File: src/rtl/srcd_pkg.sv
// ----------------------------------------------------------------------------
// srcd_pkg
// Shared constants, types and the CRC-8 update for the response deframer.
// ----------------------------------------------------------------------------
package srcd_pkg;

    localparam logic [7:0]  CRC_INIT  = 8'hFF;
    localparam logic [7:0]  CRC_POLY  = 8'h31;

    // response_kind register codes
    localparam logic        KIND_MEAS = 1'b0;
    localparam logic        KIND_LONG = 1'b1;

    localparam logic [3:0]  MEAS_WORDS = 4'd8;
    localparam logic [3:0]  LONG_WORDS = 4'd2;

    // byte position within a group
    localparam logic [1:0]  POS_HIGH = 2'd0;
    localparam logic [1:0]  POS_LOW  = 2'd1;
    localparam logic [1:0]  POS_CRC  = 2'd2;

    localparam logic [15:0] SENT_UNSIGNED = 16'hFFFF;
    localparam logic [15:0] SENT_SIGNED   = 16'h7FFF;
    localparam logic signed [21:0] SENT_SCALED = -22'sd200;

    // last unsigned (particulate) word index, and the two special signed ones
    localparam logic [2:0]  IDX_LAST_UNSIGNED = 3'd3;
    localparam logic [2:0]  IDX_DIV100        = 3'd4;
    localparam logic [2:0]  IDX_DIV200        = 3'd5;

    typedef struct packed {
        logic               unavailable;
        logic signed [21:0] value;
    } t_scale_res;

    function automatic logic [7:0] crc8_update(input logic [7:0] crc, input logic [7:0] b);
        logic [7:0] c;
        c = crc ^ b;
        for (int i = 0; i < 8; i++) begin
            if (c[7]) begin
                c = {c[6:0], 1'b0} ^ CRC_POLY;
            end else begin
                c = {c[6:0], 1'b0};
            end
        end
        return c;
    endfunction

endpackage

File: src/rtl/srcd_in_if.sv
// ----------------------------------------------------------------------------
// srcd_in_if
// Byte channel into the deframer: valid/ready with frame-start flag.
// ----------------------------------------------------------------------------
interface srcd_in_if;
    logic       valid;
    logic       ready;
    logic       first;
    logic [7:0] data_byte;

    modport source (output valid, output first, output data_byte, input ready);
    modport sink   (input valid, input first, input data_byte, output ready);
endinterface

File: src/rtl/srcd_out_if.sv
// ----------------------------------------------------------------------------
// srcd_out_if
// Word channel out of the deframer: valid/ready with decoded word fields.
// ----------------------------------------------------------------------------
interface srcd_out_if;
    logic               valid;
    logic               ready;
    logic [2:0]         word_index;
    logic [15:0]        raw_word;
    logic               crc_ok;
    logic               unavailable;
    logic signed [21:0] scaled_value;
    logic [31:0]        long_value;
    logic               frame_ok;
    logic               last;

    modport source (output valid, output word_index, output raw_word, output crc_ok,
                    output unavailable, output scaled_value, output long_value,
                    output frame_ok, output last, input ready);
    modport sink   (input valid, input word_index, input raw_word, input crc_ok,
                    input unavailable, input scaled_value, input long_value,
                    input frame_ok, input last, output ready);
endinterface

File: src/rtl/sensor_response_crc_deframer_core.sv
// ----------------------------------------------------------------------------
// sensor_response_crc_deframer_core
// Groups response bytes into CRC-checked words and decodes them.
// ----------------------------------------------------------------------------
// One byte is taken per clock. A byte passes an input register, then the CRC
// update, word assembly and scaling run combinationally into the result
// register. Bytes that complete no word keep flowing while a result waits in
// the result register; only a CRC byte that finds the result register still
// occupied holds the input register, and with it the input channel.
module sensor_response_crc_deframer_core (
    input  logic              i_clk,
    input  logic              i_rst_n,
    input  logic              i_cfg_wr_en,
    input  logic              i_cfg_wr_data,
    srcd_in_if.sink           i_in,
    srcd_out_if.source        o_out
);

    // configuration and input register
    logic        r_kind;
    logic        r_in_valid;
    logic        r_in_first;
    logic [7:0]  r_in_byte;

    // deframing state
    logic [1:0]  r_pos,   n_pos;
    logic [3:0]  r_count, n_count;
    logic [7:0]  r_crc,   n_crc;
    logic [7:0]  r_high,  n_high;
    logic [7:0]  r_low,   n_low;
    logic        r_err,   n_err;
    logic [15:0] r_upper, n_upper;

    // result register
    logic               r_out_valid;
    logic [2:0]         r_word_index;
    logic [15:0]        r_raw_word;
    logic               r_crc_ok;
    logic               r_unavailable;
    logic signed [21:0] r_scaled_value;
    logic [31:0]        r_long_value;
    logic               r_frame_ok;
    logic               r_last;

    logic [3:0]  frame_len;
    logic [1:0]  pos_eff;
    logic [3:0]  count_eff;
    logic [7:0]  crc_eff;
    logic        err_eff;
    logic        open_frame;
    logic        emit;
    logic        out_free;
    logic        advance;
    logic [15:0] word;
    logic [2:0]  idx;
    logic        ok;
    logic        is_last;
    logic [31:0] long_v;
    logic        unav_v;
    logic signed [21:0] scaled_v;
    srcd_pkg::t_scale_res scale_res;

    assign frame_len = (r_kind == srcd_pkg::KIND_LONG) ? srcd_pkg::LONG_WORDS
                                                       : srcd_pkg::MEAS_WORDS;

    // a frame-start byte restarts the group and frame before anything else
    assign pos_eff   = r_in_first ? srcd_pkg::POS_HIGH : r_pos;
    assign count_eff = r_in_first ? 4'd0 : r_count;
    assign crc_eff   = r_in_first ? srcd_pkg::CRC_INIT : r_crc;
    assign err_eff   = r_in_first ? 1'b0 : r_err;

    assign open_frame = (count_eff < frame_len);
    assign emit       = r_in_valid && open_frame && (pos_eff == srcd_pkg::POS_CRC);
    assign out_free   = !r_out_valid || o_out.ready;
    assign advance    = r_in_valid && (!emit || out_free);
    assign i_in.ready = !r_in_valid || advance;

    assign word    = {r_high, r_low};
    assign idx     = count_eff[2:0];
    assign ok      = (crc_eff == r_in_byte);
    assign is_last = ((count_eff + 4'd1) == frame_len);

    srcd_word_scaler u_scaler (
        .i_idx  (idx),
        .i_word (word),
        .o_res  (scale_res)
    );

    always_comb begin
        long_v   = 32'd0;
        unav_v   = 1'b0;
        scaled_v = '0;
        if (r_kind == srcd_pkg::KIND_LONG) begin
            if (idx != 3'd0) begin
                long_v = {r_upper, word};
            end
        end else begin
            unav_v   = scale_res.unavailable;
            scaled_v = scale_res.value;
        end
    end

    always_comb begin
        n_pos   = pos_eff;
        n_count = count_eff;
        n_crc   = crc_eff;
        n_err   = err_eff;
        n_high  = r_high;
        n_low   = r_low;
        n_upper = r_upper;
        if (open_frame) begin
            case (pos_eff)
                srcd_pkg::POS_HIGH: begin
                    n_high = r_in_byte;
                    n_crc  = srcd_pkg::crc8_update(crc_eff, r_in_byte);
                    n_pos  = srcd_pkg::POS_LOW;
                end
                srcd_pkg::POS_LOW: begin
                    n_low = r_in_byte;
                    n_crc = srcd_pkg::crc8_update(crc_eff, r_in_byte);
                    n_pos = srcd_pkg::POS_CRC;
                end
                default: begin
                    n_err   = err_eff || !ok;
                    n_count = count_eff + 4'd1;
                    n_pos   = srcd_pkg::POS_HIGH;
                    n_crc   = srcd_pkg::CRC_INIT;
                    if (r_kind == srcd_pkg::KIND_LONG && idx == 3'd0) begin
                        n_upper = word;
                    end
                end
            endcase
        end
    end

    always_ff @(posedge i_clk) begin
        if (!i_rst_n) begin
            r_kind      <= srcd_pkg::KIND_MEAS;
            r_in_valid  <= 1'b0;
            r_pos       <= srcd_pkg::POS_HIGH;
            r_count     <= srcd_pkg::MEAS_WORDS;
            r_crc       <= srcd_pkg::CRC_INIT;
            r_high      <= 8'd0;
            r_low       <= 8'd0;
            r_err       <= 1'b0;
            r_upper     <= 16'd0;
            r_out_valid <= 1'b0;
        end else begin
            if (i_cfg_wr_en) begin
                r_kind <= i_cfg_wr_data;
            end
            if (i_in.valid && i_in.ready) begin
                r_in_valid <= 1'b1;
            end else if (advance) begin
                r_in_valid <= 1'b0;
            end
            if (advance) begin
                r_pos   <= n_pos;
                r_count <= n_count;
                r_crc   <= n_crc;
                r_high  <= n_high;
                r_low   <= n_low;
                r_err   <= n_err;
                r_upper <= n_upper;
            end
            if (advance && emit) begin
                r_out_valid <= 1'b1;
            end else if (o_out.ready) begin
                r_out_valid <= 1'b0;
            end
        end
    end

    // payload registers: load on transfer, hold otherwise
    always_ff @(posedge i_clk) begin
        if (i_in.valid && i_in.ready) begin
            r_in_first <= i_in.first;
            r_in_byte  <= i_in.data_byte;
        end
        if (advance && emit) begin
            r_word_index   <= idx;
            r_raw_word     <= word;
            r_crc_ok       <= ok;
            r_unavailable  <= unav_v;
            r_scaled_value <= scaled_v;
            r_long_value   <= long_v;
            r_frame_ok     <= is_last && !(err_eff || !ok);
            r_last         <= is_last;
        end
    end

    assign o_out.valid        = r_out_valid;
    assign o_out.word_index   = r_word_index;
    assign o_out.raw_word     = r_raw_word;
    assign o_out.crc_ok       = r_crc_ok;
    assign o_out.unavailable  = r_unavailable;
    assign o_out.scaled_value = r_scaled_value;
    assign o_out.long_value   = r_long_value;
    assign o_out.frame_ok     = r_frame_ok;
    assign o_out.last         = r_last;

endmodule

File: src/rtl/srcd_word_scaler.sv
// ----------------------------------------------------------------------------
// srcd_word_scaler
// Converts a measurement word to units of 1/200 and flags the sentinel.
// ----------------------------------------------------------------------------
module srcd_word_scaler (
    input  logic [2:0]           i_idx,
    input  logic [15:0]          i_word,
    output srcd_pkg::t_scale_res o_res
);

    logic               is_unsigned;
    logic signed [21:0] ext;
    logic signed [21:0] times2;
    logic signed [21:0] times20;

    assign is_unsigned = (i_idx <= srcd_pkg::IDX_LAST_UNSIGNED);
    assign ext     = is_unsigned ? $signed({6'b0, i_word})
                                 : $signed({{6{i_word[15]}}, i_word});
    assign times2  = ext <<< 1;
    // x*20 = x*16 + x*4
    assign times20 = (ext <<< 4) + (ext <<< 2);

    always_comb begin
        o_res.unavailable = 1'b0;
        o_res.value       = times20;
        if (is_unsigned) begin
            if (i_word == srcd_pkg::SENT_UNSIGNED) begin
                o_res.unavailable = 1'b1;
                o_res.value       = srcd_pkg::SENT_SCALED;
            end
        end else if (i_word == srcd_pkg::SENT_SIGNED) begin
            o_res.unavailable = 1'b1;
            o_res.value       = srcd_pkg::SENT_SCALED;
        end else if (i_idx == srcd_pkg::IDX_DIV100) begin
            o_res.value = times2;
        end else if (i_idx == srcd_pkg::IDX_DIV200) begin
            o_res.value = ext;
        end
    end

endmodule

File: src/flat_wrapper.sv
// flat-port wrapper written by rule: the top's interface ports become plain ports
module sensor_response_crc_deframer_core_flat 
  (i_clk, i_rst_n, i_cfg_wr_en, i_cfg_wr_data, i_in_valid, i_in_first, i_in_data_byte, i_in_ready, o_out_valid, o_out_word_index, o_out_raw_word, o_out_crc_ok, o_out_unavailable, o_out_scaled_value, o_out_long_value, o_out_frame_ok, o_out_last, o_out_ready);
  srcd_in_if i_in_i ();
  srcd_out_if o_out_i ();
  input  logic i_clk;
  input  logic i_rst_n;
  input  logic i_cfg_wr_en;
  input  logic i_cfg_wr_data;
  input wire logic [$bits(i_in_i.valid)-1:0] i_in_valid;
  input wire logic [$bits(i_in_i.first)-1:0] i_in_first;
  input wire logic [$bits(i_in_i.data_byte)-1:0] i_in_data_byte;
  output wire logic [$bits(i_in_i.ready)-1:0] i_in_ready;
  output wire logic [$bits(o_out_i.valid)-1:0] o_out_valid;
  output wire logic [$bits(o_out_i.word_index)-1:0] o_out_word_index;
  output wire logic [$bits(o_out_i.raw_word)-1:0] o_out_raw_word;
  output wire logic [$bits(o_out_i.crc_ok)-1:0] o_out_crc_ok;
  output wire logic [$bits(o_out_i.unavailable)-1:0] o_out_unavailable;
  output wire logic [$bits(o_out_i.scaled_value)-1:0] o_out_scaled_value;
  output wire logic [$bits(o_out_i.long_value)-1:0] o_out_long_value;
  output wire logic [$bits(o_out_i.frame_ok)-1:0] o_out_frame_ok;
  output wire logic [$bits(o_out_i.last)-1:0] o_out_last;
  input wire logic [$bits(o_out_i.ready)-1:0] o_out_ready;
  assign i_in_i.valid = i_in_valid;
  assign i_in_i.first = i_in_first;
  assign i_in_i.data_byte = i_in_data_byte;
  assign i_in_ready = i_in_i.ready;
  assign o_out_valid = o_out_i.valid;
  assign o_out_word_index = o_out_i.word_index;
  assign o_out_raw_word = o_out_i.raw_word;
  assign o_out_crc_ok = o_out_i.crc_ok;
  assign o_out_unavailable = o_out_i.unavailable;
  assign o_out_scaled_value = o_out_i.scaled_value;
  assign o_out_long_value = o_out_i.long_value;
  assign o_out_frame_ok = o_out_i.frame_ok;
  assign o_out_last = o_out_i.last;
  assign o_out_i.ready = o_out_ready;
  sensor_response_crc_deframer_core u_core (.i_clk(i_clk), .i_rst_n(i_rst_n), .i_cfg_wr_en(i_cfg_wr_en), .i_cfg_wr_data(i_cfg_wr_data), .i_in(i_in_i), .o_out(o_out_i));
endmodule
File: config.mk
export PLATFORM = sky130hd
export DESIGN_NAME = sensor_response_crc_deframer_core_flat
export DESIGN_NICKNAME = d
export VERILOG_FILES = /design/src/rtl/srcd_pkg.sv /design/src/rtl/srcd_in_if.sv /design/src/rtl/srcd_out_if.sv /design/src/rtl/sensor_response_crc_deframer_core.sv /design/src/rtl/srcd_word_scaler.sv /design/src/flat_wrapper.sv
export SDC_FILE = /design/constraint.sdc
export NUM_CORES = 1
export LEC_CHECK = 0
export ABC_CLOCK_PERIOD_IN_PS = 4400
export BUFFER_PORTS_ARGS = -buffer_cell sky130_fd_sc_hd__buf_2
export CAP_MARGIN = 25
export CORE_MARGIN = 2
export CORE_UTILIZATION = 44
export CTS_CLUSTER_DIAMETER = 50
export CTS_CLUSTER_SIZE = 10
export DETAILED_ROUTE_END_ITERATION = 12
export HOLD_SLACK_MARGIN = 0.05
export PLACE_DENSITY = 0.69
export SETUP_SLACK_MARGIN = 0.1
export SYNTH_ARGS = -nofsm -noshare
export SYNTH_HDL_FRONTEND = slang
export SYNTH_HIERARCHICAL = 1
export SYNTH_SLANG_ARGS = --single-unit
File: constraint.sdc
create_clock -name i_clk -period 4.4 [get_ports i_clk]
set_input_delay 0.66 -clock i_clk [delete_from_list [all_inputs] [get_ports i_clk]]
set_output_delay 0.66 -clock i_clk [all_outputs]
set_load 0.02 [all_outputs]
* Word-level counts from Yosys, hierarchy flattened
Cells that the tools add are included.
** Storage, ports and cells
- Register bits after elaboration :: 136
- Bits of input ports :: 15
- Output and inout bits :: 79
- Word-level logic and storage cells :: 142
** Cells by class
- Add/sub/neg operators :: 2
- $lt $le $gt $ge :: 2
- Equality and inequality tests :: 8
- Multiplexer cells :: 67
- Bitwise logic cells :: 17
- Reductions and logical operators :: 26
** Operators with widths (count)
- $mux 8 :: 30
- $mux 6 :: 15
- $mux 22 :: 4
- $mux 23 :: 2
- $not 3->3 :: 15
- $add 22x22->22 :: 1
- $eq 16x15->1 const B :: 1
- $eq 16x16->1 const B :: 1
- $mux 4 :: 4
- $pmux 8 s2 :: 1
- $eq 8x8->1 :: 1
- $mux 1 :: 8
- $xor 8x8->8 :: 1
- $logic_and 1x1->1 :: 7
- $eq 3x3->1 const B :: 2
- $reduce_and 3->1 :: 2
- $logic_not 1->1 :: 5
- $add 4x1->4 const B :: 1
- $eq 4x4->1 :: 1
- $logic_or 1x1->1 :: 4
- $lt 4x4->1 :: 1
- $mux 2 :: 2
- $pmux 2 s2 :: 1
- $reduce_and 4->1 :: 1
- 10 further kinds :: 11

* Depth between registers and ports, before layout
Gate-level depths: netlist (run 1).
- Word-level depth :: 34
- Depth in mapped cells :: 13
- Gate-level depth less buffers :: 11

* By module
Netlist (run 1), hierarchy kept.
** By module, submodules not included
- sensor_response_crc_deframer_core :: times used 1, cells an instance 428, area an instance 5454.0 µm², sequential area each 3583.4 µm²
- srcd_word_scaler :: times used 1, cells an instance 201, area an instance 1440.1 µm², sequential area each 0.0 µm²

* Least setup slack after synthesis (run 1)
OpenSTA, ideal clock, no wires.
- Kind :: register -> register
- Start :: register u_core.r_count[1]
- End :: register u_core.r_crc_ok, in the netlist u_core/o_out.crc_ok (enable)
- Library setup time :: 513 ps
- Arrival :: 4149 ps
- Data required time :: 3887 ps
- Slack :: -262 ps
- Stages on the path, launching flop included :: 6
- Path buffers :: 1
- Clock period less this slack :: 4662 ps
- Path through :: dfxtp_1 -> o21ai_1 -> and4b_1 -> buf_4 -> nand3_1 -> nor2_1
** On the way
- Word-level cells in the longest chain between the ends :: 8
** RTL lines
- from (decl) :: line sensor_response_crc_deframer_core.sv:27 : logic [3:0] r_count, n_count;
- from (signal assigned) :: line sensor_response_crc_deframer_core.sv:141 : r_count <= srcd_pkg::MEAS_WORDS;
- from (signal assigned) :: line sensor_response_crc_deframer_core.sv:159 : r_count <= n_count;
- $mux 4 (*) :: line sensor_response_crc_deframer_core.sv:68 : assign count_eff = r_in_first ? 4'd0 : r_count;
- $lt 4x4->1 (*) :: line sensor_response_crc_deframer_core.sv:72 : assign open_frame = (count_eff < frame_len);
- $logic_and 1x1->1 (*) (2 in a row) :: line sensor_response_crc_deframer_core.sv:73 : assign emit = r_in_valid && open_frame && (pos_eff == srcd_pkg::POS_CRC);
- $logic_not 1->1 :: line sensor_response_crc_deframer_core.sv:75 : assign advance = r_in_valid && (!emit || out_free);
- $logic_or 1x1->1 :: line sensor_response_crc_deframer_core.sv:75
- $logic_and 1x1->1 :: line sensor_response_crc_deframer_core.sv:75
- $logic_and 1x1->1 (*) :: line sensor_response_crc_deframer_core.sv:180 : if (advance && emit) begin
- to (signal assigned) :: line sensor_response_crc_deframer_core.sv:183 : r_crc_ok <= ok;
- to (decl) :: line sensor_response_crc_deframer_core.sv:38 : logic r_crc_ok;
Every way passes the cells marked *; elsewhere a longest branch is shown, timed or not.
A chain may end at the register's enable or synchronous reset.

* Worst setup path in the final report (run 1)
- Start :: register u_core.r_kind
- End :: output i_in_ready
** On the way
- Word-level cells in the longest chain between the ends :: 8
** RTL lines
- from (decl) :: line sensor_response_crc_deframer_core.sv:20 : logic r_kind;
- from (signal assigned) :: line sensor_response_crc_deframer_core.sv:138 : r_kind <= srcd_pkg::KIND_MEAS;
- from (signal assigned) :: line sensor_response_crc_deframer_core.sv:150 : r_kind <= i_cfg_wr_data;
- $mux 4 :: line sensor_response_crc_deframer_core.sv:63 : assign frame_len = (r_kind == srcd_pkg::KIND_LONG) ? srcd_pkg::LONG_WORDS
- $lt 4x4->1 :: line sensor_response_crc_deframer_core.sv:72
- $logic_and 1x1->1 (2 in a row) :: line sensor_response_crc_deframer_core.sv:73
- $logic_not 1->1 :: line sensor_response_crc_deframer_core.sv:75
- $logic_or 1x1->1 :: line sensor_response_crc_deframer_core.sv:75
- $logic_and 1x1->1 :: line sensor_response_crc_deframer_core.sv:75
- $logic_or 1x1->1 :: line sensor_response_crc_deframer_core.sv:76 : assign i_in.ready = !r_in_valid || advance;
- to (decl) :: line flat_wrapper.sv:13 : output wire logic [$bits(i_in_i.ready)-1:0] i_in_ready;
Every way passes these cells.

==> reports/metrics.cfg, run 1 <==
[status]
status = finished, final reports clean

[pwr]
p_per_area_mw_per_mm2 = 371.1
switchingPower_uw = 712.0
sequentialPowerShare_pct = 46.5
internal_power_mw = 2.308
clockPowerShare_pct = 46.9
comb_power_share_pct = 6.7
sw_frac_of_total_pct = 23.58
peakVddDrop_v = 0.0002261
leakage_nw = 3.214

[cts]
path_clk_slew_ps = 60
htreeDepth = 4
insertion_delay_ps = 420
holdBufCountCts = 0
clock-root-buffer = clkbuf_16
cts_buffers = 17
ctsResizeCount = 0
clock_sinks = 136
cts_tree = yes
cts_setup_buffers = 0
clk_path_buf_depth = 2

[layout]
mostFrequentLayoutCell = buf_2
diodes = 0
layout.cells.non_filler = 940
regArea_mm2 = 0.003583
final_nets = 749
final_cell_mix = 93 x buf_2, 86 x edfxtp_1, 61 x nor2_1
multi_input_area_mm2 = 0.003115
area_growth_pct = 18.02
fill_cells = 1341
layout-drive-gt1-share_pct = 21.67

[setup_path]
cp-end-kind = output pin
ff2ff_setup_slack_ps = 1510
cp_top_family = flip-flops
worstSetupPathType = flip-flop to output pin
crit_required_ps = 3740
reg2reg_depth = 12
start_kind = flip-flop
arrival_ps = 2250
crit_buf_inv = 1
critPathMaxFanout = 29
path_cells = o21ai_1, and4b_1, nand3_1, buf_2
crit_path_top_delay_cell = dfxtp_1
r2r-start = u_core/r_in_first
timing.rr.end = u_core/o_out.scaled_value[19]
slowest_delay_ps = 920

[yosys]
synth_top_area_cell = edfxtp_1
syn-num-nets = 662
synth_area_leaders = edfxtp_1 37%, dfxtp_1 15%, mux2i_1 7.1%
syn_area_per_cell_um2 = 10.96
ys_warn_count = 6
synth_edf_count = 86
yosys_register_bits = 136
synth_top_area_share_pct = 37.46
synthFlopType = edfxtp_1
yosysSeqAreaShare_pct = 51.98
yosys.cell_types.count = 69
syn_inst = 629
netlist_area_mm2 = 0.006894
synthArstFlopShare_pct = 0

[sta]
hold_violations = 0
holdWs_ps = 410.4
fin_skew_ps = 6.719
post-route-min-period_ps = 2909
rsz0062_at_grt = no
worst_pin_slew_ps = 915.7
drv_slew = 0
fmax_mhz = 343.8
slew_headroom_pct = 38.87
finalSetupViolations = 0
post-route-period-util_pct = 66.11
setup_tns_ps = 0

[placement]
portBuffers = 93
hpwlAfterDp_um = 11080
place.gp.congestion = 0.9561
dp.cells = 907

[floorplan]
die-area_mm2 = 0.01669
die-height_um = 129.2
initial_core_util_pct = 45.18
die_w_um = 129.2
rows = 45
core_mm2 = 0.01526
io_pins = 94

[global_route]
grtUsageMet3_pct = 4.831
met1_usage_pct = 25.94
antenna_found_initial = 0
grt_max_degree = 40
grt_use_total_pct = 19.70
grt_overflow = 0
gr-max-usage-layer = met2
grt_first_pass_wirelength_um = 25300
grt_use_met2_pct = 31.42
first_global_vias = 4874

[job]
cap_viol_max_count = 0

[detailed_routing]
ant_nets = 0
drc_errors = 0
wl_um = 15890
drtIter0Drc = 297
num_vias = 5094
viasPerCell = 5.419
post_drt_wl_per_cell_um = 16.91
dr.pass1.iters = 5

[min_path]
hold_path.class = input port to flip-flop
min_to = u_core/r_in_byte[1]
hold_depth = 1
holdCritStartpoint = i_in_data_byte[1]

## layer usage
layer,part of all wire [%],vias to the layer above,wire length (µm)
met3,5.6,26,886
li1,-,2448,-
met5,0,-,0
met2,47,166,7535
met4,2.0,0,324
met1,45,2454,7147
## cell type report
| type | count | area share, % |
|---|---|---|
| Timing Repair Buffer | 102 | 6.597 |
| Multi-Input combinational cell | 448 | 38.29 |
| Tap cell | 211 | 3.245 |
| Sequential cell | 136 | 44.04 |
| Clock inverter | 15 | 2.091 |
| Inverter | 11 | 0.5075 |
| Clock buffer | 17 | 5.228 |
## cell usage after synthesis (3+ instances only)
| library cell | n |
|---|---|
| nand3_1 | 19 |
| a31oi_1 | 4 |
| o21ai_1 | 7 |
| o21a_1 | 3 |
| mux2i_1 | 49 |
| nand2b_1 | 6 |
| a21oi_1 | 30 |
| nand2_1 | 44 |
| clkbuf_1 | 25 |
| and3_1 | 6 |
| xnor2_2 | 3 |
| o22ai_1 | 5 |
| and2_1 | 35 |
| o21bai_1 | 3 |
| nor3_1 | 7 |
| a211oi_1 | 8 |
| inv_1 | 10 |
| xnor2_1 | 20 |
| nand4_1 | 3 |
| buf_6 | 4 |
| o21ai_0 | 12 |
| a22oi_2 | 4 |
| ha_1 | 17 |
| o2111ai_1 | 3 |
| buf_2 | 3 |
| dfxtp_1 | 50 |
| nor2b_1 | 30 |
| edfxtp_1 | 86 |
| nor2_1 | 62 |
| o211ai_1 | 4 |
| xor2_1 | 13 |
| a21o_1 | 5 |
| a22oi_1 | 4 |
## logic make-up after synthesis
kind of cell	Yosys count	share of synthesized area (%)
and+or+nand+nor	235	18.35
adders and majority gates	18	3.376
DFF	136	51.98
AOI/OAI and AO/OA	108	10.64
muxes	49	7.114
buffers and inverters	45	2.994
xor gates and xnor gates	38	5.554
## how the worst max path moves through the flow
stage / start / end / slack, ps / cells past startpoint
detailed placement: u_core/r_in_first / u_core/o_out.scaled_value[19] / 1540 / 12
CTS: u_core/r_kind / i_in_ready / 1450 / 4
global placement: u_core/r_in_first / u_core/o_out.frame_ok / 1580 / 9
finish: u_core/r_kind / i_in_ready / 1490 / 4
floorplan: u_core/r_count[1] / u_core/o_out.crc_ok / 1020 / 5
global route: u_core/r_kind / i_in_ready / 1230 / 4
## per-stage QoR
step	area [µm²]	power [mW]	worst slack, ps	utilization (%)
2_1_floorplan	6897	1.585	1024	-
3_3_place_gp	7522	1.626	1583	49.30
6_report	8137	3.020	1491	53.33
4_1_cts	8129	3.047	1451	53.28
5_1_grt	8137	3.132	1230	53.33
3_5_place_dp	7533	1.629	1535	49.37
## power groups by stage
stage | Sequential (mW) | Clock (mW) | Combinational [mW]
after floorplan | 1.41 | 0 | 0.176
after global placement | 1.43 | 0 | 0.197
after detailed placement | 1.43 | 0 | 0.199
after CTS | 1.40 | 1.44 | 0.201
after global routing | 1.41 | 1.50 | 0.225
final | 1.40 | 1.42 | 0.201
## sequential cells by signal, indices dropped and copies added, names as in the netlist
| signal | count |
|---|---|
| u_core/o_out.crc_ok | 1 |
| u_core/o_out.frame_ok | 1 |
| u_core/o_out.last | 1 |
| u_core/o_out.long_value | 32 |
| u_core/o_out.raw_word | 16 |
| u_core/o_out.scaled_value | 22 |
| u_core/o_out.unavailable | 1 |
| u_core/o_out.valid | 1 |
| u_core/o_out.word_index | 3 |
| u_core/r_count | 4 |
| u_core/r_crc | 8 |
| u_core/r_err | 1 |
| u_core/r_high | 8 |
| u_core/r_in_byte | 8 |
| u_core/r_in_first | 1 |
| u_core/r_in_valid | 1 |
| u_core/r_kind | 1 |
| u_core/r_low | 8 |
| u_core/r_pos | 2 |
| u_core/r_upper | 16 |
No activity file was read; power rests on OpenSTA's default activity.
==> run 2, diff against run 1 <==
Settings changed: ABC_AREA set to 1, ABC_CLOCK_PERIOD_IN_PS 4400 to 2500.
Clock period 4.4 ns to 2.5 ns, I/O delays scaled along.
==> reports/metrics.cfg, run 2 <==
[setup_path]
path_cells = buf_4, nor2_1, a21oi_4, nand4_4, nor2_4, inv_1, buf_2
worst-path-stages = 7
reg2reg_depth = 14
critPathLaunch = u_core/r_in_first
crit_required_ps = 2120
start_kind = flip-flop
arrival_ps = 1940
cp_top_family = buffers and inverters
worstSetupPathType = flip-flop to output pin
crit_buf_inv = 3
crit_path_top_delay_cell = edfxtp_1
r2r-start = u_core/r_low[0]
cp-end-kind = output pin
critPathMaxFanout = 13
slowest_delay_ps = 400
ff2ff_setup_slack_ps = 240
timing.rr.end = u_core/o_out.scaled_value[18]
crit_end = i_in_ready

[pwr]
peakVddDrop_v = 0.0005327
leakage_nw = 4.225
p_per_area_mw_per_mm2 = 642.6

[floorplan]
rows = 47
die-area_mm2 = 0.01775
core_mm2 = 0.01647
die-height_um = 133.2
die_w_um = 133.2
initial_core_util_pct = 44.64
io_pins = 94

[global_route]
first_global_vias = 5940
grt_overflow = 0
grt_max_degree = 61
grt_use_total_pct = 21.46
antenna_found_initial = 0
grt_first_pass_wirelength_um = 29940

[detailed_routing]
drtIter0Drc = 604
dr.pass1.iters = 5
post_drt_wl_per_cell_um = 14.16
num_vias = 6557
viasPerCell = 4.979
ant_nets = 0
wl_um = 18650
drc_errors = 0

[yosys]
syn_area_per_cell_um2 = 7.648
yosysMostFrequentCell = nand2_1
syn-num-nets = 994
synth_top_area_share_pct = 35.14
synth_top_family_by_area = simple AND/OR/NAND/NOR gates
synth-adder-area-share_pct = 3.166
yosys.cell_types.count = 46
synth_edf_count = 86
yosys_register_bits = 136
synthArstFlopShare_pct = 0
syn_inst = 961
synthFlopType = edfxtp_1
synthTopCellsByCount = 274 x nand2_1, 145 x inv_1, 144 x nor2_1, 86 x edfxtp_1, 60 x nand3_1
yosysSeqAreaShare_pct = 48.76
synthMuxAreaShare_pct = 0
yosys.area_share.xor_xnor_pct = 1.311
synth_top_area_cell = edfxtp_1
yosys.area_share.simple_pct = 29.72
synth-compound-area-share_pct = 7.627
synth_area_leaders = edfxtp_1 35%, nand2_1 14%, dfxtp_1 14%
ys_warn_count = 6
netlist_area_mm2 = 0.007350

[layout]
area_growth_pct = 21.33
layout-drive-gt1-share_pct = 17.96
diodes = 0
final_nets = 1117
fin_util_pct = 54.16
final_cell_mix = 273 x nand2_1, 145 x inv_1, 142 x nor2_1
fill_cells = 1531
largest_reg_flops = 32
mostFrequentLayoutCell = nand2_1

[job]
cap_viol_max_count = 0

[sta]
setup_tns_ps = 0
post-route-period-util_pct = 92.52
slew_headroom_pct = 66.05
worst_pin_slew_ps = 508.5
drv_slew = 0
finalSetupViolations = 0
fmax_mhz = 432.3
fin_skew_ps = 8.564
post-route-min-period_ps = 2313
hold_violations = 0
rsz0062_at_grt = yes
setup_slack_ps = 186.9

[cts]
clk_path_buf_depth = 2
clock-root-buffer = clkbuf_16
cts_tree = yes
htreeDepth = 4
insertion_delay_ps = 430
cts_buffers = 17
path_clk_slew_ps = 60
holdBufCountCts = 0
clock_sinks = 136

[status]
status = finished, final reports clean

[min_path]
hold_depth = 1
hold_path.class = input port to flip-flop

[placement]
post-place-ws_ps = 264.7
place.gp.congestion = 0.9748
portBuffers = 93
hpwlAfterDp_um = 13430

run 2: changes by cell type in the layout (fill, tap and decap cells not counted), moves of 7 or more:
cell,previous run,this run
nand2_1,44,273
inv_1,10,145
nor2_1,61,142
mux2i_1,49,0
nand3_1,19,60
and2_1,35,0
nor2b_1,30,0
buf_4,8,32
o21ai_0,12,35
xnor2_1,20,5
a21oi_1,30,44
a211oi_1,8,1
xor2_1,13,6
run 2: cell families after synthesis:
family	count (synthesis)
DFF	136
buffers and inverters	177
and+or+nand+nor	521
xor gates and xnor gates	11
AOI/OAI and AO/OA	98
adders and majority gates	18
run 2: worst reg2reg max path: stages, from the launching register on:
cell and delay (ps):
dfxtp_1 400, ha_1 270, fa_1 410, nand2_1 100, nand2_1 60, nand3b_1 110
nand2_1 120, nand2_1 120, nand2_1 60, nand2_1 90, nand3_1 70, nand2_1 80
nand2_1 50, inv_1 40, nor2_1 40
run 2: layer usage:
layer / part of all wire, % / GRT usage (%)
met2: 45 / 33.93
met4: 2.8 / 8.452
met1: 45 / 29.52
met5: 0 / 0
met3: 6.5 / 3.691
run 2: final cells by class:
| cell class | instances | area, µm² | area share (%) |
|---|---|---|---|
| sequential | 136 | 3585 | 40.20 |
| multi-input combinational | 648 | 3110 | 34.88 |
| clock buffer | 17 | 425.4 | 4.771 |
| inverter | 154 | 583.1 | 6.539 |
| tap | 220 | 275.3 | 3.087 |
| timing repair buffer | 127 | 737.0 | 8.264 |
| clock inverter | 15 | 201.4 | 2.259 |
run 2: how the worst min path moves through the flow:
stage,startpoint,to,slack (ps)
after global placement,u_core/r_upper[7],u_core/r_upper[7],450
after floorplan,u_core/r_upper[5],u_core/r_upper[5],440
after global routing,i_in_data_byte[6],u_core/r_in_byte[6],110
final,i_in_data_byte[6],u_core/r_in_byte[6],120
after detailed placement,u_core/r_upper[2],u_core/r_upper[2],450
after CTS,i_in_data_byte[0],u_core/r_in_byte[0],110
run 2: power by group:
part / leakage (nW) / switching [mW] / total, mW / internal [mW]
registers: 1.28 / 0.0645 / 2.48 / 2.42
clock network: 0.311 / 1.05 / 2.67 / 1.61
logic: 2.64 / 0.380 / 0.582 / 0.202
run 2: timing repair:
| item | in CTS | in global routing |
|---|---|---|
| endpoints found under the setup margin | 0 | 7 |
| setup buffers | 0 | 9 |
| gates resized for setup | 0 | 4 |
run 2: stage by stage:
step / power [mW] / cell area, µm² / instances / hold WS [ps]
CTS: 5.743 / 8840 / 1308 / 113.5
floorplan: 2.918 / 7390 / 961 / 439.2
global placement: 3.080 / 8213 / 1276 / 448.1
detailed placement: 3.084 / 8213 / 1276 / 454.2
finish: 5.731 / 8917 / 1317 / 120.4
global route: 5.932 / 8917 / 1317 / 110.8
==> run 3, diff against run 2 <==
Settings changed: ABC_CLOCK_PERIOD_IN_PS 2500 to 2100.
Clock period 2.5 ns to 2.1 ns, I/O delays scaled along.
==> reports/metrics.cfg, run 3 (synthesis results as in run 2) <==
[status]
status = complete, but fails checks
violations = setup timing

[cts]
path_clk_slew_ps = 60
htreeDepth = 4
clock-root-buffer = clkbuf_16
clock_sinks = 136
clk_path_buf_depth = 2
insertion_delay_ps = 430
cts_tree = yes
cts_buffers = 17

[sta]
fin_skew_ps = 6.910
rsz0062_at_grt = yes
worst_pin_slew_ps = 551.5
slew_headroom_pct = 63.01
finalSetupViolations = 7
setup_tns_ps = -26.89
post-route-period-util_pct = 100.4
post-route-min-period_ps = 2108
setup_slack_ps = -8.330
drv_slew = 0
fmax_mhz = 474.3
hold_violations = 0

[global_route]
grt_overflow = 0
first_global_vias = 6397
antenna_found_initial = 0
grt_use_total_pct = 22.99
grt_first_pass_wirelength_um = 31760
grt_max_degree = 45

[layout]
layout-drive-gt1-share_pct = 26.32
final_cell_mix = 260 x nand2_1, 138 x inv_1, 131 x nor2_1
diodes = 0
layout.cells.non_filler = 1371
final_nets = 1171
fin_util_pct = 58.50
area_growth_pct = 31.05
largest_reg_flops = 32
mostFrequentLayoutCell = nand2_1
fill_cells = 1476

[pwr]
p_per_area_mw_per_mm2 = 707.7
leakage_nw = 4.532
power.total_mw = 6.816
peakVddDrop_v = 0.0005724

[detailed_routing]
drc_errors = 0
num_vias = 6855
viasPerCell = 5.000
wl_um = 20690
post_drt_wl_per_cell_um = 15.09
dr.pass1.iters = 5
drtIter0Drc = 585
ant_nets = 0

[placement]
post-place-ws_ps = -37.68
place.gp.congestion = 0.9376
hpwlAfterDp_um = 14620
portBuffers = 93
dp.cells = 1321

[floorplan]
io_pins = 94
die_w_um = 133.2
die-area_mm2 = 0.01775
core_mm2 = 0.01647
rows = 47
initial_core_util_pct = 44.64
die-height_um = 133.2

[job]
cap_viol_max_count = 0

[min_path]
hold_path.class = input port to flip-flop

[setup_path]
start_kind = flip-flop
crit_required_ps = 1780
arrival_ps = 1790
critPathMaxFanout = 13
worstSetupPathType = flip-flop to output pin
cp-end-kind = output pin

[run 3: cell types whose count changed in the layout (fill, tap and decap cells not counted), sizes merged]
cell         previous run  this run
buf                   127       178
clkbuf                 17        20
clkinv                  3         5
clkinvlp                0         4
dlygate4sd3             0         1
inv                   163       156
[run 3: critical path: stages, from the launching register on]
cell      delay, ps
edfxtp_1        360
buf_4           260
nor2_4           80
a21oi_4         150
nand4_4         130
nor2_4          120
buf_6           120
inv_4            30
buf_6           120
[run 3: through the flow]
step	cell area (µm²)	hold slack (ps)
3_3_place_gp	8582	448.5
3_5_place_dp	8582	452.3
6_report	9632	64.03
4_1_cts	9354	51.93
2_1_floorplan	7400	408.5
5_1_grt	9632	58.85
[run 3: layer usage]
metal	part of all wire [%]	GRT usage, %	wire length (µm)
met1	43	28.04	8863
met5	0	0	0
met4	2.4	9.929	492
met2	50	39.78	10360
met3	4.7	4.414	974
[run 3: worst paths after layout]
kind | startpoint | end | slack (ps) | cells after the start
setup reg to reg | u_core/r_in_first | u_core/o_out.raw_word[0] | -8 | 11
setup / recovery | u_core/r_in_first | i_in_ready | -8 | 8
hold / removal | i_in_data_byte[7] | u_core/r_in_byte[7] | 60 | 1
hold reg to reg | u_core/r_upper[4] | u_core/r_upper[4] | 460 | 2
[run 3: timing repair]
| action | 4_1_cts | 5_1_grt |
|---|---|---|
| gates cloned | 0 | 2 |
| hold buffers | 0 | 1 |
| endpoints found under the hold margin | 0 | 1 |
| pin swaps | 7 | 10 |
| endpoints found under the setup margin | 88 | 164 |
| setup buffers | 8 | 7 |
| resized for setup | 35 | 54 |
[run 3: final cells by class]
class	count	area (µm²)	share of cell area (%)
flip-flops and latches	136	3598	37.36
multi-input cells	648	3293	34.19
repair buffers	181	1276	13.25
inverters	154	585.6	6.080
clock buffers	18	429.2	4.456
well taps	220	275.3	2.858
clock inverters	14	173.9	1.806
[run 3: where the power goes]
| group | total, mW | internal [mW] | switching (mW) |
|---|---|---|---|
| Sequential | 2.95 | 2.88 | 0.0683 |
| Clock | 3.05 | 1.87 | 1.17 |
| Combinational | 0.818 | 0.313 | 0.505 |
